[src/rtl/core/mafp_pkg.sv]
`default_nettype none
package mafp_pkg;

    localparam int TABLE_ENTRIES = 1024;
    localparam int IDX_BITS      = $clog2(TABLE_ENTRIES);
    localparam int NSETS         = 6;
    localparam int SET_BITS      = 3;
    localparam int RAM_DEPTH     = NSETS * TABLE_ENTRIES;
    localparam int RAM_AW        = SET_BITS + IDX_BITS;
    localparam int KEY_BITS      = 64;
    localparam int COUNT_BITS    = 48;
    localparam int OUT_BITS      = 48;
    localparam logic [OUT_BITS-1:0] OUT_MAX = '1;
    localparam logic [63:0] MIX_C1 = 64'hbf58476d1ce4e5b9;
    localparam logic [63:0] MIX_C2 = 64'h94d049bb133111eb;

    localparam logic [SET_BITS-1:0] SET_SLD = 3'd0;
    localparam logic [SET_BITS-1:0] SET_VL  = 3'd2;
    localparam logic [SET_BITS-1:0] SET_ML  = 3'd4;

    localparam logic [3:0] REC_TOTAL_BASE  = 4'd4;
    localparam logic [3:0] REC_UNIQUE_BASE = 4'd10;
    localparam logic [3:0] REC_LAST        = 4'd11;

    typedef logic [COUNT_BITS-1:0] count_t;

    typedef enum logic [3:0] {
        CMD_SLD    = 4'd0,
        CMD_SST    = 4'd1,
        CMD_MLD    = 4'd2,
        CMD_MST    = 4'd3,
        CMD_VBEGIN = 4'd4,
        CMD_VACC   = 4'd5,
        CMD_VEND   = 4'd6,
        CMD_VFAULT = 4'd7,
        CMD_BEGIN  = 4'd8,
        CMD_END    = 4'd9,
        CMD_ABORT  = 4'd10
    } cmd_t;

    typedef struct packed {
        cmd_t        cmd;
        logic        vkind;
        logic [15:0] bytes;
        logic [63:0] addr;
        logic [63:0] pc;
    } op_t;

    typedef struct packed {
        logic valid;
        op_t  op;
    } queue_head_t;

    function automatic count_t sat_add(input count_t a, input count_t b);
        logic [COUNT_BITS:0] s;
        s = {1'b0, a} + {1'b0, b};
        if (s[COUNT_BITS])
            return '1;
        return s[COUNT_BITS-1:0];
    endfunction

    function automatic logic [OUT_BITS-1:0] out_clamp(input count_t v);
        logic [63:0] w;
        w = 64'(v);
        if (w > 64'(OUT_MAX))
            return OUT_MAX;
        return w[OUT_BITS-1:0];
    endfunction

    function automatic logic [SET_BITS-1:0] report_set(input logic [2:0] n);
        case (n)
            3'd0:    return 3'd2;
            3'd1:    return 3'd3;
            3'd2:    return 3'd4;
            3'd3:    return 3'd5;
            3'd4:    return 3'd0;
            default: return 3'd1;
        endcase
    endfunction

endpackage
`default_nettype wire

[src/rtl/core/mafp_item_if.sv]
`default_nettype none
interface mafp_item_if;
    logic        valid;
    logic        ready;
    logic [3:0]  command;
    logic        vector_kind;
    logic [15:0] access_bytes;
    logic [63:0] access_address;
    logic [63:0] instr_pc;

    modport source (output valid, command, vector_kind, access_bytes, access_address,
                    instr_pc, input ready);
    modport sink (input valid, command, vector_kind, access_bytes, access_address,
                  instr_pc, output ready);
endinterface
`default_nettype wire

[src/rtl/core/mafp_front.sv]
`default_nettype none
module mafp_front (
    input  wire logic                 clk,
    input  wire logic                 rst_n,
    mafp_item_if.sink                 item,
    input  wire logic                 pop,
    output mafp_pkg::queue_head_t     head
);
    mafp_pkg::op_t q_mem_reg [2];
    logic          wr_ptr_reg;
    logic          rd_ptr_reg;
    logic [1:0]    count_reg;
    logic          push;
    logic          known;

    assign item.ready = (count_reg != 2'd2);
    assign known      = (item.command <= mafp_pkg::CMD_ABORT);
    assign push       = item.valid && item.ready && known;
    assign head.valid = (count_reg != 2'd0);
    assign head.op    = q_mem_reg[rd_ptr_reg];

    always_ff @(posedge clk)
    begin
        if (push)
        begin
            q_mem_reg[wr_ptr_reg] <= '{cmd:   mafp_pkg::cmd_t'(item.command),
                                      vkind: item.vector_kind,
                                      bytes: item.access_bytes,
                                      addr:  item.access_address,
                                      pc:    item.instr_pc};
        end
    end

    always_ff @(posedge clk or negedge rst_n)
    begin
        if (!rst_n)
        begin
            wr_ptr_reg <= 1'b0;
            rd_ptr_reg <= 1'b0;
            count_reg  <= 2'd0;
        end
        else
        begin
            if (push)
            begin
                wr_ptr_reg <= ~wr_ptr_reg;
            end
            if (pop)
            begin
                rd_ptr_reg <= ~rd_ptr_reg;
            end
            count_reg <= count_reg + {1'b0, push} - {1'b0, pop};
        end
    end

`ifndef ASSERT_OFF
    a_no_pop_empty: assert property (@(posedge clk) disable iff (!rst_n)
        pop |-> head.valid) else $error("pop from empty queue");
    a_no_push_full: assert property (@(posedge clk) disable iff (!rst_n)
        count_reg == 2'd2 |=> count_reg != 2'd3) else $error("queue overrun");
    a_count_step: assert property (@(posedge clk) disable iff (!rst_n)
        push && !pop |=> count_reg == $past(count_reg) + 2'd1) else $error("lost beat");
`endif
endmodule
`default_nettype wire

[src/flat_wrapper.sv]
// flat-port wrapper written by rule: the top's interface ports become plain ports
module mafp_front_flat 
  (clk, rst_n, pop, head, item_valid, item_command, item_vector_kind, item_access_bytes, item_access_address, item_instr_pc, item_ready);
  mafp_item_if item_i ();
  input  wire logic clk;
  input  wire logic rst_n;
  input  wire logic pop;
  output mafp_pkg::queue_head_t head;
  input wire logic [$bits(item_i.valid)-1:0] item_valid;
  input wire logic [$bits(item_i.command)-1:0] item_command;
  input wire logic [$bits(item_i.vector_kind)-1:0] item_vector_kind;
  input wire logic [$bits(item_i.access_bytes)-1:0] item_access_bytes;
  input wire logic [$bits(item_i.access_address)-1:0] item_access_address;
  input wire logic [$bits(item_i.instr_pc)-1:0] item_instr_pc;
  output wire logic [$bits(item_i.ready)-1:0] item_ready;
  assign item_i.valid = item_valid;
  assign item_i.command = item_command;
  assign item_i.vector_kind = item_vector_kind;
  assign item_i.access_bytes = item_access_bytes;
  assign item_i.access_address = item_access_address;
  assign item_i.instr_pc = item_instr_pc;
  assign item_ready = item_i.ready;
  mafp_front u_core (.clk(clk), .rst_n(rst_n), .item(item_i), .pop(pop), .head(head));
endmodule
[config.mk]
export PLATFORM = sky130hd
export DESIGN_NAME = mafp_front_flat
export DESIGN_NICKNAME = d
export VERILOG_FILES = /design/src/rtl/core/mafp_pkg.sv /design/src/rtl/core/mafp_item_if.sv /design/src/rtl/core/mafp_front.sv /design/src/flat_wrapper.sv
export SDC_FILE = /design/constraint.sdc
export NUM_CORES = 1
export LEC_CHECK = 0
export ABC_AREA = 1
export ABC_CLOCK_PERIOD_IN_PS = 10100
export BUFFER_PORTS_ARGS = -buffer_cell sky130_fd_sc_hd__buf_4
export CAP_MARGIN = 20
export CELL_PAD_IN_SITES_DETAIL_PLACEMENT = 1
export CELL_PAD_IN_SITES_GLOBAL_PLACEMENT = 1
export CORE_MARGIN = 2
export CORE_UTILIZATION = 45
export DETAILED_ROUTE_END_ITERATION = 7
export GPL_TIMING_DRIVEN = 1
export PLACE_DENSITY = 0.84
export SETUP_SLACK_MARGIN = 0.5
export SKIP_LAST_GASP = 1
export SLEW_MARGIN = 40
export SYNTH_ARGS = -nofsm -noshare
export SYNTH_HDL_FRONTEND = slang
export SYNTH_SLANG_ARGS = --single-unit
export TNS_END_PERCENT = 20
[constraint.sdc]
create_clock -name clk -period 10.1 [get_ports clk]
set_input_delay 2.02 -clock clk [delete_from_list [all_inputs] [get_ports clk]]
set_output_delay 2.02 -clock clk [all_outputs]
set_load 0.02 [all_outputs]
==> results of run 1 <==
-- per-stage QoR --
step | cells | hold slack, ns | utilization (%)
2_1_floorplan | 495 | 0.4419 | -
3_3_place_gp | 1116 | 0.4686 | 55.84
3_5_place_dp | 1116 | 0.4787 | 55.91
4_1_cts | 1171 | 0.4983 | 59.42
5_1_grt | 1171 | 0.5369 | 59.42
6_report | 1171 | 0.4925 | 59.42
-- routing by layer --
metal | GRT usage (%) | up-vias | part of all wire (%)
met5 | 0 | - | 0
met4 | 6.436 | 0 | 3.2
met3 | 5.180 | 53 | 8.4
met2 | 31.09 | 255 | 51
met1 | 20.96 | 2814 | 38
li1 | - | 2600 | -
-- report_power, final --
group	switching, mW	internal (mW)	total (mW)	leakage, nW
combinational	0.781	0.708	1.49	2.61
sequential	0.0773	1.62	1.70	2.78
clock	0.435	0.557	0.992	0.431
total	1.29	2.89	4.18	5.82
-- critical path, cell delays in order (launching register included) --
cell and delay (ns):
dfrtp_4 0.72, buf_6 0.68, mux2_2 0.42, buf_4 0.16
-- layout by cell type, fill, tap and decap left out --
master and n:
clkinv_1 10, nor2_4 1, dfrtp_1 3, xnor2_1 1
clkinv_4 1, inv_6 1, inv_1 7, ha_1 2
buf_4 303, buf_6 5, nor2_1 3, nand3_1 1
nand2_1 8, clkbuf_1 8, dfrtp_4 1, a21oi_1 1
clkbuf_16 31, clkinv_2 5, mux2_2 49, edfxtp_1 298
xor2_1 2, mux2_4 100
-- how the worst max path moves through the flow --
stage | to | slack, ns | cells past startpoint
2_1_floorplan | u_core.q_mem_reg[1][0] | 0.97 | 4
3_3_place_gp | u_core.q_mem_reg[1][101] | 5.39 | 8
3_5_place_dp | u_core.q_mem_reg[1][112] | 5.82 | 8
4_1_cts | head[33] | 5.47 | 3
5_1_grt | head[33] | 5.40 | 3
6_report | head[33] | 5.52 | 3
-- kinds of logic after synthesis --
| kind of cell | Yosys count |
|---|---|
| and+or+nand+nor | 13 |
| adders and majority gates | 2 |
| muxes | 149 |
| AOI/OAI and AO/OA | 1 |
| buffers and inverters | 25 |
| xor gates and xnor gates | 3 |
| DFF | 302 |
-- layout make-up --
type                       count  share of cell area, %
tap                          330                  2.776
sequential                   302                  60.85
clock inverter                16                 0.4794
inverter                       8                 0.2355
multi-input combinational    168                  14.57
clock buffer                  39                  5.417
timing repair buffer         308                  15.67
==> results_dict.tcl, run 1 <==
set metrics [dict create \
    synth-xor-area-share_pct 0.2304 \
    synth_compound_area_share_pct 0.04389 \
    clkTransAtPathRegs_ns 0.06 \
    yosys.area.top_type "edfxtp_1" \
    synth-simple-area-share_pct 0.4389 \
    pre_cts_slack_ns 5.816 \
    finalMaxSlewViolations 0 \
    netlist_instances 495 \
    synth_top_family_by_area "multiplexers" \
    syn_area_sq_um 11400 \
    grt_pass1_vias 6394 \
    p_per_area_nw_per_um2 281.0 \
    largest_register_ffs 298 \
    p_leak_nw 5.818 \
    grtUsageTotal_pct 17.81 \
    power.total_mw 4.180 \
    async_flop_share_pct 1.325 \
    die-width_um 163.2 \
    crit_fanout 61 \
    crit_arrival_ns 2.56 \
    place_area_sq_um 14000 \
    peakVddDrop_v 0.0003034 \
    holdBufCountCts 0 \
    period_needed_ns 4.581 \
    hold_violations 0 \
    dieArea_sq_um 26630 \
    port_buffers 303 \
    yosys.cell_count.top_type "edfxtp_1" \
    final.setup_skew_ns 0.009294 \
    worst_slew_pin_slew_ns 0.8020 \
    status "completed" \
    synth_top_area_share_pct 78.48 \
    grt_max_degree 78 \
    yosys_register_bits 302 \
    fp-row-count 58 \
    grt_first_pass_wirelength_mm 36.02 \
    holdPathStages 2 \
    io_pins 304 \
    rsz0062_at_grt "no" \
    antenna_left 0 \
    synth.area.top_cells "edfxtp_1 78%, mux2_4 13%, mux2_2 4.8%" \
    fin_area_sq_um 14880 \
    fmax_mhz 218.3 \
    start_util_pct 45.54 \
    post_cts_buffers 0 \
    yosys-top-cells-count "298 x edfxtp_1, 100 x mux2_4, 49 x mux2_2, 11 x buf_6" \
    yosys.area_share.adder_pct 0.2195 \
    gp_congestion 0.7018 \
    diodes 0 \
    syn_area_per_cell_sq_um 23.03 \
    crit_path_end_kind "primary output" \
    ys_types 15 \
    yosysSeqAreaShare_pct 79.36 \
    setup_tns_ns 0 \
    worst-setup-path-type "reg -> out" \
    reg2reg_setup_slack_ns 7.52 \
    rr_startpoint "u_core.count_reg[1]" \
    avgViaCountPerCell 4.886 \
    r2r_cells 5 \
    areaGrowthSynthToFinish_pct 30.46 \
    hold_start "u_core.wr_ptr_reg" \
    cts_tree "done" \
    multi_input_area_sq_um 2167 \
    wire_per_inst_um 20.83 \
    startpoint_type "flip-flop" \
    initialDrtViolationCount 280 \
    clk-insertion-delay-late_ns 0.54 \
    fin_ws_ns 5.519 \
    htree_levels 1 \
    antenna_found_initial 0 \
    drc_errors 0 \
    synth_ff_type "edfxtp_1" \
    setup_viol 0 \
    required_ns 8.08 \
    numCtsBuffers 30 \
    hold_class "reg -> reg" \
    fin_crit_sh_pct 45.35 \
    fp.dieH_um 163.2 \
    post_cts_resized 0 \
    clock-sinks 302 \
    maxSlewHeadroom_pct 46.53 \
    fin_nets 973 \
    synth_enable_flop_cells 298 \
    synthMuxAreaShare_pct 18.01 \
    maxCapViolations 0 \
    totalWireLength_mm 24.39 \
    synth_fp_nets 650 \
    cp-startpoint "u_core.rd_ptr_reg" \
    drive_above_1_share_pct 59.10 \
    overflow 0 \
    vias 5722 \
    timing.rr.end "u_core.q_mem_reg[1][113]" \
    coreArea_sq_um 25040 \
    fillers 2223 \
    first_pass_iters 4 \
    regArea_sq_um 9052 \
    dp_hpwl_mm 16.62 \
    cts.path.max_buffers 3 \
    hold_end "u_core.wr_ptr_reg" \
    cts_root_buffer "clkbuf_16" \
    yosys_warnings 0 \
]
(Power assumes the default switching activity.)
==> inputs of run 2 (changes only) <==
- ABC_AREA: 1 -> 0
- ABC_CLOCK_PERIOD_IN_PS: 10100 -> 4200
- CORE_UTILIZATION: 45 -> 40
- PLACE_DENSITY: 0.84 -> 0.79
- clock period: 10.1 -> 4.2 ns (I/O delays scaled with it)
==> results_dict.tcl, run 2 <==
set metrics [dict create \
    clock-sinks 302 \
    synth_ff_type "edfxtp_1" \
    grtUsageTotal_pct 16.08 \
    netlist_instances 485 \
    startpoint_type "flip-flop" \
    peakVddDrop_v 0.0003833 \
    wire_per_inst_um 20.20 \
    fin_nets 970 \
    async_flop_share_pct 1.325 \
    post_cts_resized 0 \
    yosysSeqAreaShare_pct 79.53 \
    power_frac_comb_pct 35.1 \
    fmax_mhz 344.8 \
    coreArea_sq_um 27860 \
    antenna_left 0 \
    gp_congestion 0.7124 \
    syn_area_sq_um 11380 \
    power_frac_seq_pct 38.2 \
    ys_types 16 \
    crit_path_end_kind "primary output" \
    initialDrtViolationCount 253 \
    fillers 2529 \
    crit_arrival_ns 2.06 \
    start_util_pct 40.84 \
    drc_errors 0 \
    layout_commonest_cell "buf_4" \
    fin_ws_ns 1.300 \
    vias 5705 \
    numCtsBuffers 34 \
    rsz0062_at_grt "no" \
    rr_startpoint "u_core.count_reg[1]" \
    crit_fanout 91 \
    synth_enable_flop_cells 298 \
    p_int_mw 7.391 \
    cts_root_buffer "clkbuf_16" \
    worst_slew_pin_slew_ns 0.7159 \
    htree_levels 2 \
    syn_area_per_cell_sq_um 23.46 \
    clkTransAtPathRegs_ns 0.06 \
    hold_violations 0 \
    port_buffers 303 \
    dieArea_sq_um 29810 \
    cts_tree "done" \
    layout_common_cells "305 x buf_4, 298 x edfxtp_1, 100 x mux2_4" \
    yosys-top-cells-count "298 x edfxtp_1, 100 x mux2_4, 49 x mux2_2, 11 x buf_6" \
    pre_cts_slack_ns 1.350 \
    grt_max_degree 92 \
    setup_tns_ns 0 \
    period_needed_ns 2.900 \
    diodes 0 \
    clk-insertion-delay-late_ns 0.49 \
    synth.area.top_cells "edfxtp_1 79%, mux2_4 13%, mux2_2 4.8%" \
    grt_first_pass_wirelength_mm 37.26 \
    die-width_um 172.7 \
    cp-startpoint "u_core.rd_ptr_reg" \
    grt_pass1_vias 6370 \
    holdBufCountCts 0 \
    p_sw_mw 3.186 \
    required_ns 3.36 \
    yosys.area.top_type "edfxtp_1" \
    drive_above_1_share_pct 60.88 \
    largest_register_ffs 298 \
    areaGrowthSynthToFinish_pct 33.67 \
    yosys_warnings 0 \
    p_leak_nw 5.921 \
    first_pass_iters 4 \
    status "completed" \
    avgViaCountPerCell 4.680 \
    maxCapViolations 0 \
    synth_top_area_share_pct 78.65 \
    yosys.cell_count.top_type "edfxtp_1" \
    finalMaxSlewViolations 0 \
    p_per_area_nw_per_um2 695.5 \
    maxSlewHeadroom_pct 52.16 \
    io_pins 304 \
    clock_power_share_pct 26.7 \
    post_cts_buffers 0 \
    synth_fp_nets 640 \
    fp-row-count 61 \
    yosys_register_bits 302 \
    fp.dieH_um 172.7 \
    dp_hpwl_mm 17.11 \
    antenna_found_initial 0 \
    hold_class "in -> async" \
    overflow 0 \
    cts.path.max_buffers 3 \
    fin_crit_sh_pct 69.05 \
    worst-setup-path-type "reg -> out" \
    setup_viol 0 \
    totalWireLength_mm 24.63 \
    switching_share_pct 30.12 \
    final.setup_skew_ns 0.01021 \
]
[run 2: changes by cell type after synthesis, sizes merged]
cell / change
nor2: -2
inv: -3
xnor2: +2
o211ai: +1
nand2b: +1
xor2: -1
or2: +1
nand3: -1
nand2: -8
[run 2: worst max-delay path, stage by stage (launching register included)]
cell     delay, ns
dfrtp_4       0.44
buf_12        0.46
mux2_2        0.42
buf_4         0.16
[run 2: worst paths after layout]
path,end,slack [ns],cells after the start
hold reg to reg,u_core.count_reg[1],0.55,1
max in group asynchronous,u_core.rd_ptr_reg,3.94,1
setup reg to reg,u_core.q_mem_reg[1][109],1.91,4
min in group clk,u_core.q_mem_reg[0][102],0.53,1
setup / recovery,head[15],1.30,3
hold / removal,u_core.rd_ptr_reg,0.14,1
[run 2: through the flow]
| stage | power, mW | instances | util (%) | area [sq um] | hold slack, ns |
|---|---|---|---|---|---|
| after floorplan | 6.523 | 485 | - | 11400 | 0.4604 |
| after global placement | 7.782 | 1157 | 50.68 | 14120 | 0.4869 |
| after detailed placement | 7.883 | 1157 | 50.68 | 14120 | 0.5458 |
| after CTS | 10.73 | 1219 | 54.59 | 15210 | 0.1146 |
| after global routing | 11.00 | 1219 | 54.59 | 15210 | 0.1170 |
| final | 10.58 | 1219 | 54.59 | 15210 | 0.1399 |
[run 2: power groups by stage]
stage / clock network [mW] / logic (mW) / registers [mW]
3_5_place_dp: 0 / 3.78 / 4.11
2_1_floorplan: 0 / 2.45 / 4.08
5_1_grt: 3.01 / 3.91 / 4.08
6_report: 2.83 / 3.71 / 4.04
4_1_cts: 2.90 / 3.78 / 4.04
3_3_place_gp: 0 / 3.73 / 4.05
[run 2: logic make-up after synthesis]
kind of cell	Yosys count	synth area share (%)
buffers and inverters	22	1.606
multiplexers	149	18.05
flip-flops	302	79.53
XOR/XNOR	4	0.3080
adder cells (fa/ha/maj)	2	0.2199
AO/OA/AOI/OAI	2	0.1100
AND/OR/NAND/NOR	4	0.1761
[run 2: routing by layer]
metal | up-vias | share of wire, % | track usage [%]
met5 | - | 0 | 0
met4 | 0 | 2.9 | 5.403
met3 | 47 | 7.0 | 4.749
met2 | 225 | 52 | 28.68
met1 | 2849 | 38 | 18.51
li1 | 2584 | - | -
[run 2: cell type report]
type	instances	area, sq um	share of cell area, %
sequential	302	9052	59.52
tap	378	473.0	3.110
inverter	5	18.77	0.1234
clock buffer	45	955.9	6.285
timing repair buffer	311	2410	15.85
multi-input combinational	161	2165	14.23
clock inverter	17	133.9	0.8803
==> inputs of run 3 (changes only) <==
- ABC_CLOCK_PERIOD_IN_PS: 4200 -> 2900
- CORE_UTILIZATION: 40 -> 45
- PLACE_DENSITY: 0.79 -> 0.84
- clock period: 4.2 -> 2.9 ns (I/O delays scaled with it)
==> results_dict.tcl, run 3 (synthesized netlist as in run 2, its figures left out) <==
set metrics [dict create \
    multi_input_area_sq_um 2176 \
    largest_register_ffs 298 \
    dieArea_sq_um 26570 \
    hold_class "in -> reg" \
    totalWireLength_mm 26.39 \
    clock-sinks 302 \
    fmax_mhz 399.3 \
    first_pass_iters 4 \
    regArea_sq_um 9052 \
    crit_arrival_ns 1.92 \
    dp_cells 1114 \
    drive_above_1_share_pct 62.63 \
    clkTransAtPathRegs_ns 0.06 \
    fillers 2171 \
    fin_area_sq_um 15640 \
    areaGrowthSynthToFinish_pct 37.47 \
    diodes 0 \
    grt_first_pass_wirelength_mm 37.38 \
    slowest_stage "dfrtp_4" \
    crit_path_end_kind "primary output" \
    p_leak_nw 6.141 \
    cpPeakStageDelay_ns 0.51 \
    vias 5796 \
    cpMostUsedCell "buf_12" \
    port_buffers 303 \
    drc_errors 0 \
    fin_nets 989 \
    finalMaxSlewViolations 0 \
    fp-row-count 58 \
    cp-startpoint "u_core.rd_ptr_reg" \
    coreArea_sq_um 25040 \
    overflow 0 \
    fp.dieH_um 163.0 \
    crit_fanout 7 \
    grt_max_degree 87 \
    rsz0062_at_grt "yes" \
    start_util_pct 45.44 \
    p_per_area_nw_per_um2 1034 \
    setup_viol 0 \
    rr_startpoint "u_core.count_reg[1]" \
    reg2reg_setup_slack_ns 0.96 \
    hold_violations 0 \
    final.setup_skew_ns 0.01932 \
    period_needed_ns 2.505 \
    required_ns 2.32 \
    place_area_sq_um 14150 \
    layout_commonest_cell "edfxtp_1" \
    grt_pass1_vias 6452 \
    clk-insertion-delay-late_ns 0.55 \
    io_pins 304 \
    wire_per_inst_um 22.19 \
    peakVddDrop_v 0.0007356 \
    cts_root_buffer "clkbuf_16" \
    numCtsBuffers 31 \
    holdWs_ns 0.2120 \
    worst_slew_pin_slew_ns 0.6781 \
    worst-setup-path-type "reg -> out" \
    htree_levels 1 \
    cts.path.max_buffers 3 \
    fin_crit_sh_pct 86.36 \
    timing.rr.end "u_core.q_mem_reg[1][68]" \
    layout_common_cells "298 x edfxtp_1, 281 x buf_4, 103 x mux2_4" \
    grtUsageTotal_pct 18.62 \
    crit_path_cell_trace "buf_12 -> buf_12 -> clkbuf_16 -> mux2_4 -> buf_6" \
    maxSlewHeadroom_pct 54.59 \
    avgViaCountPerCell 4.875 \
    status "completed" \
    dp_hpwl_mm 16.72 \
    r2r_cells 4 \
    die-width_um 163.0 \
    antenna_left 0 \
    worstSetupEndpoint "head[6]" \
    maxCapViolations 0 \
    gp_congestion 0.7053 \
    initialDrtViolationCount 250 \
    final_cells 1189 \
    antenna_found_initial 0 \
    cts_tree "done" \
    startpoint_type "flip-flop" \
]
==> run 3: changes by cell type in the layout (fill, tap and decap cells not counted), moves of 4 or more <==
cell and change:
buf_4 -24, clkinvlp_4 +4, buf_6 +30, buf_8 +4, clkinv_1 -6
==> run 3: worst min path at each step <==
| stage | start | end | slack, ns | depth (start not counted) |
|---|---|---|---|---|
| 2_1_floorplan | rst_n | u_core.count_reg[0] | 0.28 | 0 |
| 3_3_place_gp | rst_n | u_core.count_reg[0] | 0.38 | 1 |
| 3_5_place_dp | rst_n | u_core.rd_ptr_reg | 0.39 | 1 |
| 4_1_cts | item_instr_pc[36] | u_core.q_mem_reg[0][36] | 0.19 | 1 |
| 5_1_grt | item_instr_pc[55] | u_core.q_mem_reg[1][55] | 0.19 | 1 |
| 6_report | item_instr_pc[15] | u_core.q_mem_reg[0][15] | 0.21 | 1 |
==> run 3: through the flow <==
stage | power (mW) | TNS (ns) | utilization, % | setup WS, ns
finish | 16.17 | 0 | 62.47 | 0.3955
global route | 16.74 | 0 | 62.47 | 0.3610
CTS | 15.79 | 0 | 61.03 | 0.3574
detailed placement | 11.52 | 0 | 56.50 | 0.6467
global placement | 11.35 | 0 | 56.50 | 0.7256
floorplan | 9.448 | -208.94 | - | -0.7014
==> run 3: cell type report <==
class / count / share of cell area (%)
Clock inverter: 20 / 1.616
Tap cell: 330 / 2.640
Timing Repair Buffer: 333 / 18.58
Multi-Input combinational cell: 161 / 13.91
Clock buffer: 38 / 5.256
Sequential cell: 302 / 57.88
Inverter: 5 / 0.1200
==> run 3: critical path, delay by kind of cell (launching register included) <==
kind / cells / cell delay, ns
buf+inv: 4 / 0.58
flops: 1 / 0.51
mux: 1 / 0.31
==> run 3: per-layer routing <==
layer	share of wire [%]	track usage (%)	up-vias	routed length (um)
met5	0	0	-	0
met4	3.2	6.637	0	843
met3	7.6	5.399	59	1994
met2	53	33.80	246	14010
met1	36	20.81	2867	9541
li1	-	-	2624	-
==> run 3: power by group <==
group | switching [mW] | internal [mW] | total (mW)
logic | 3.04 | 3.13 | 6.18
registers | 0.215 | 5.66 | 5.87
clock network | 1.65 | 2.47 | 4.12
==> run 3: repair_timing <==
item,in CTS,in global routing
hold endpoints to repair,4,0
buffers inserted,4,7
gates resized for setup,2,42
endpoints found under the setup margin,129,136
gates cloned,0,5
hold buffers,1,0
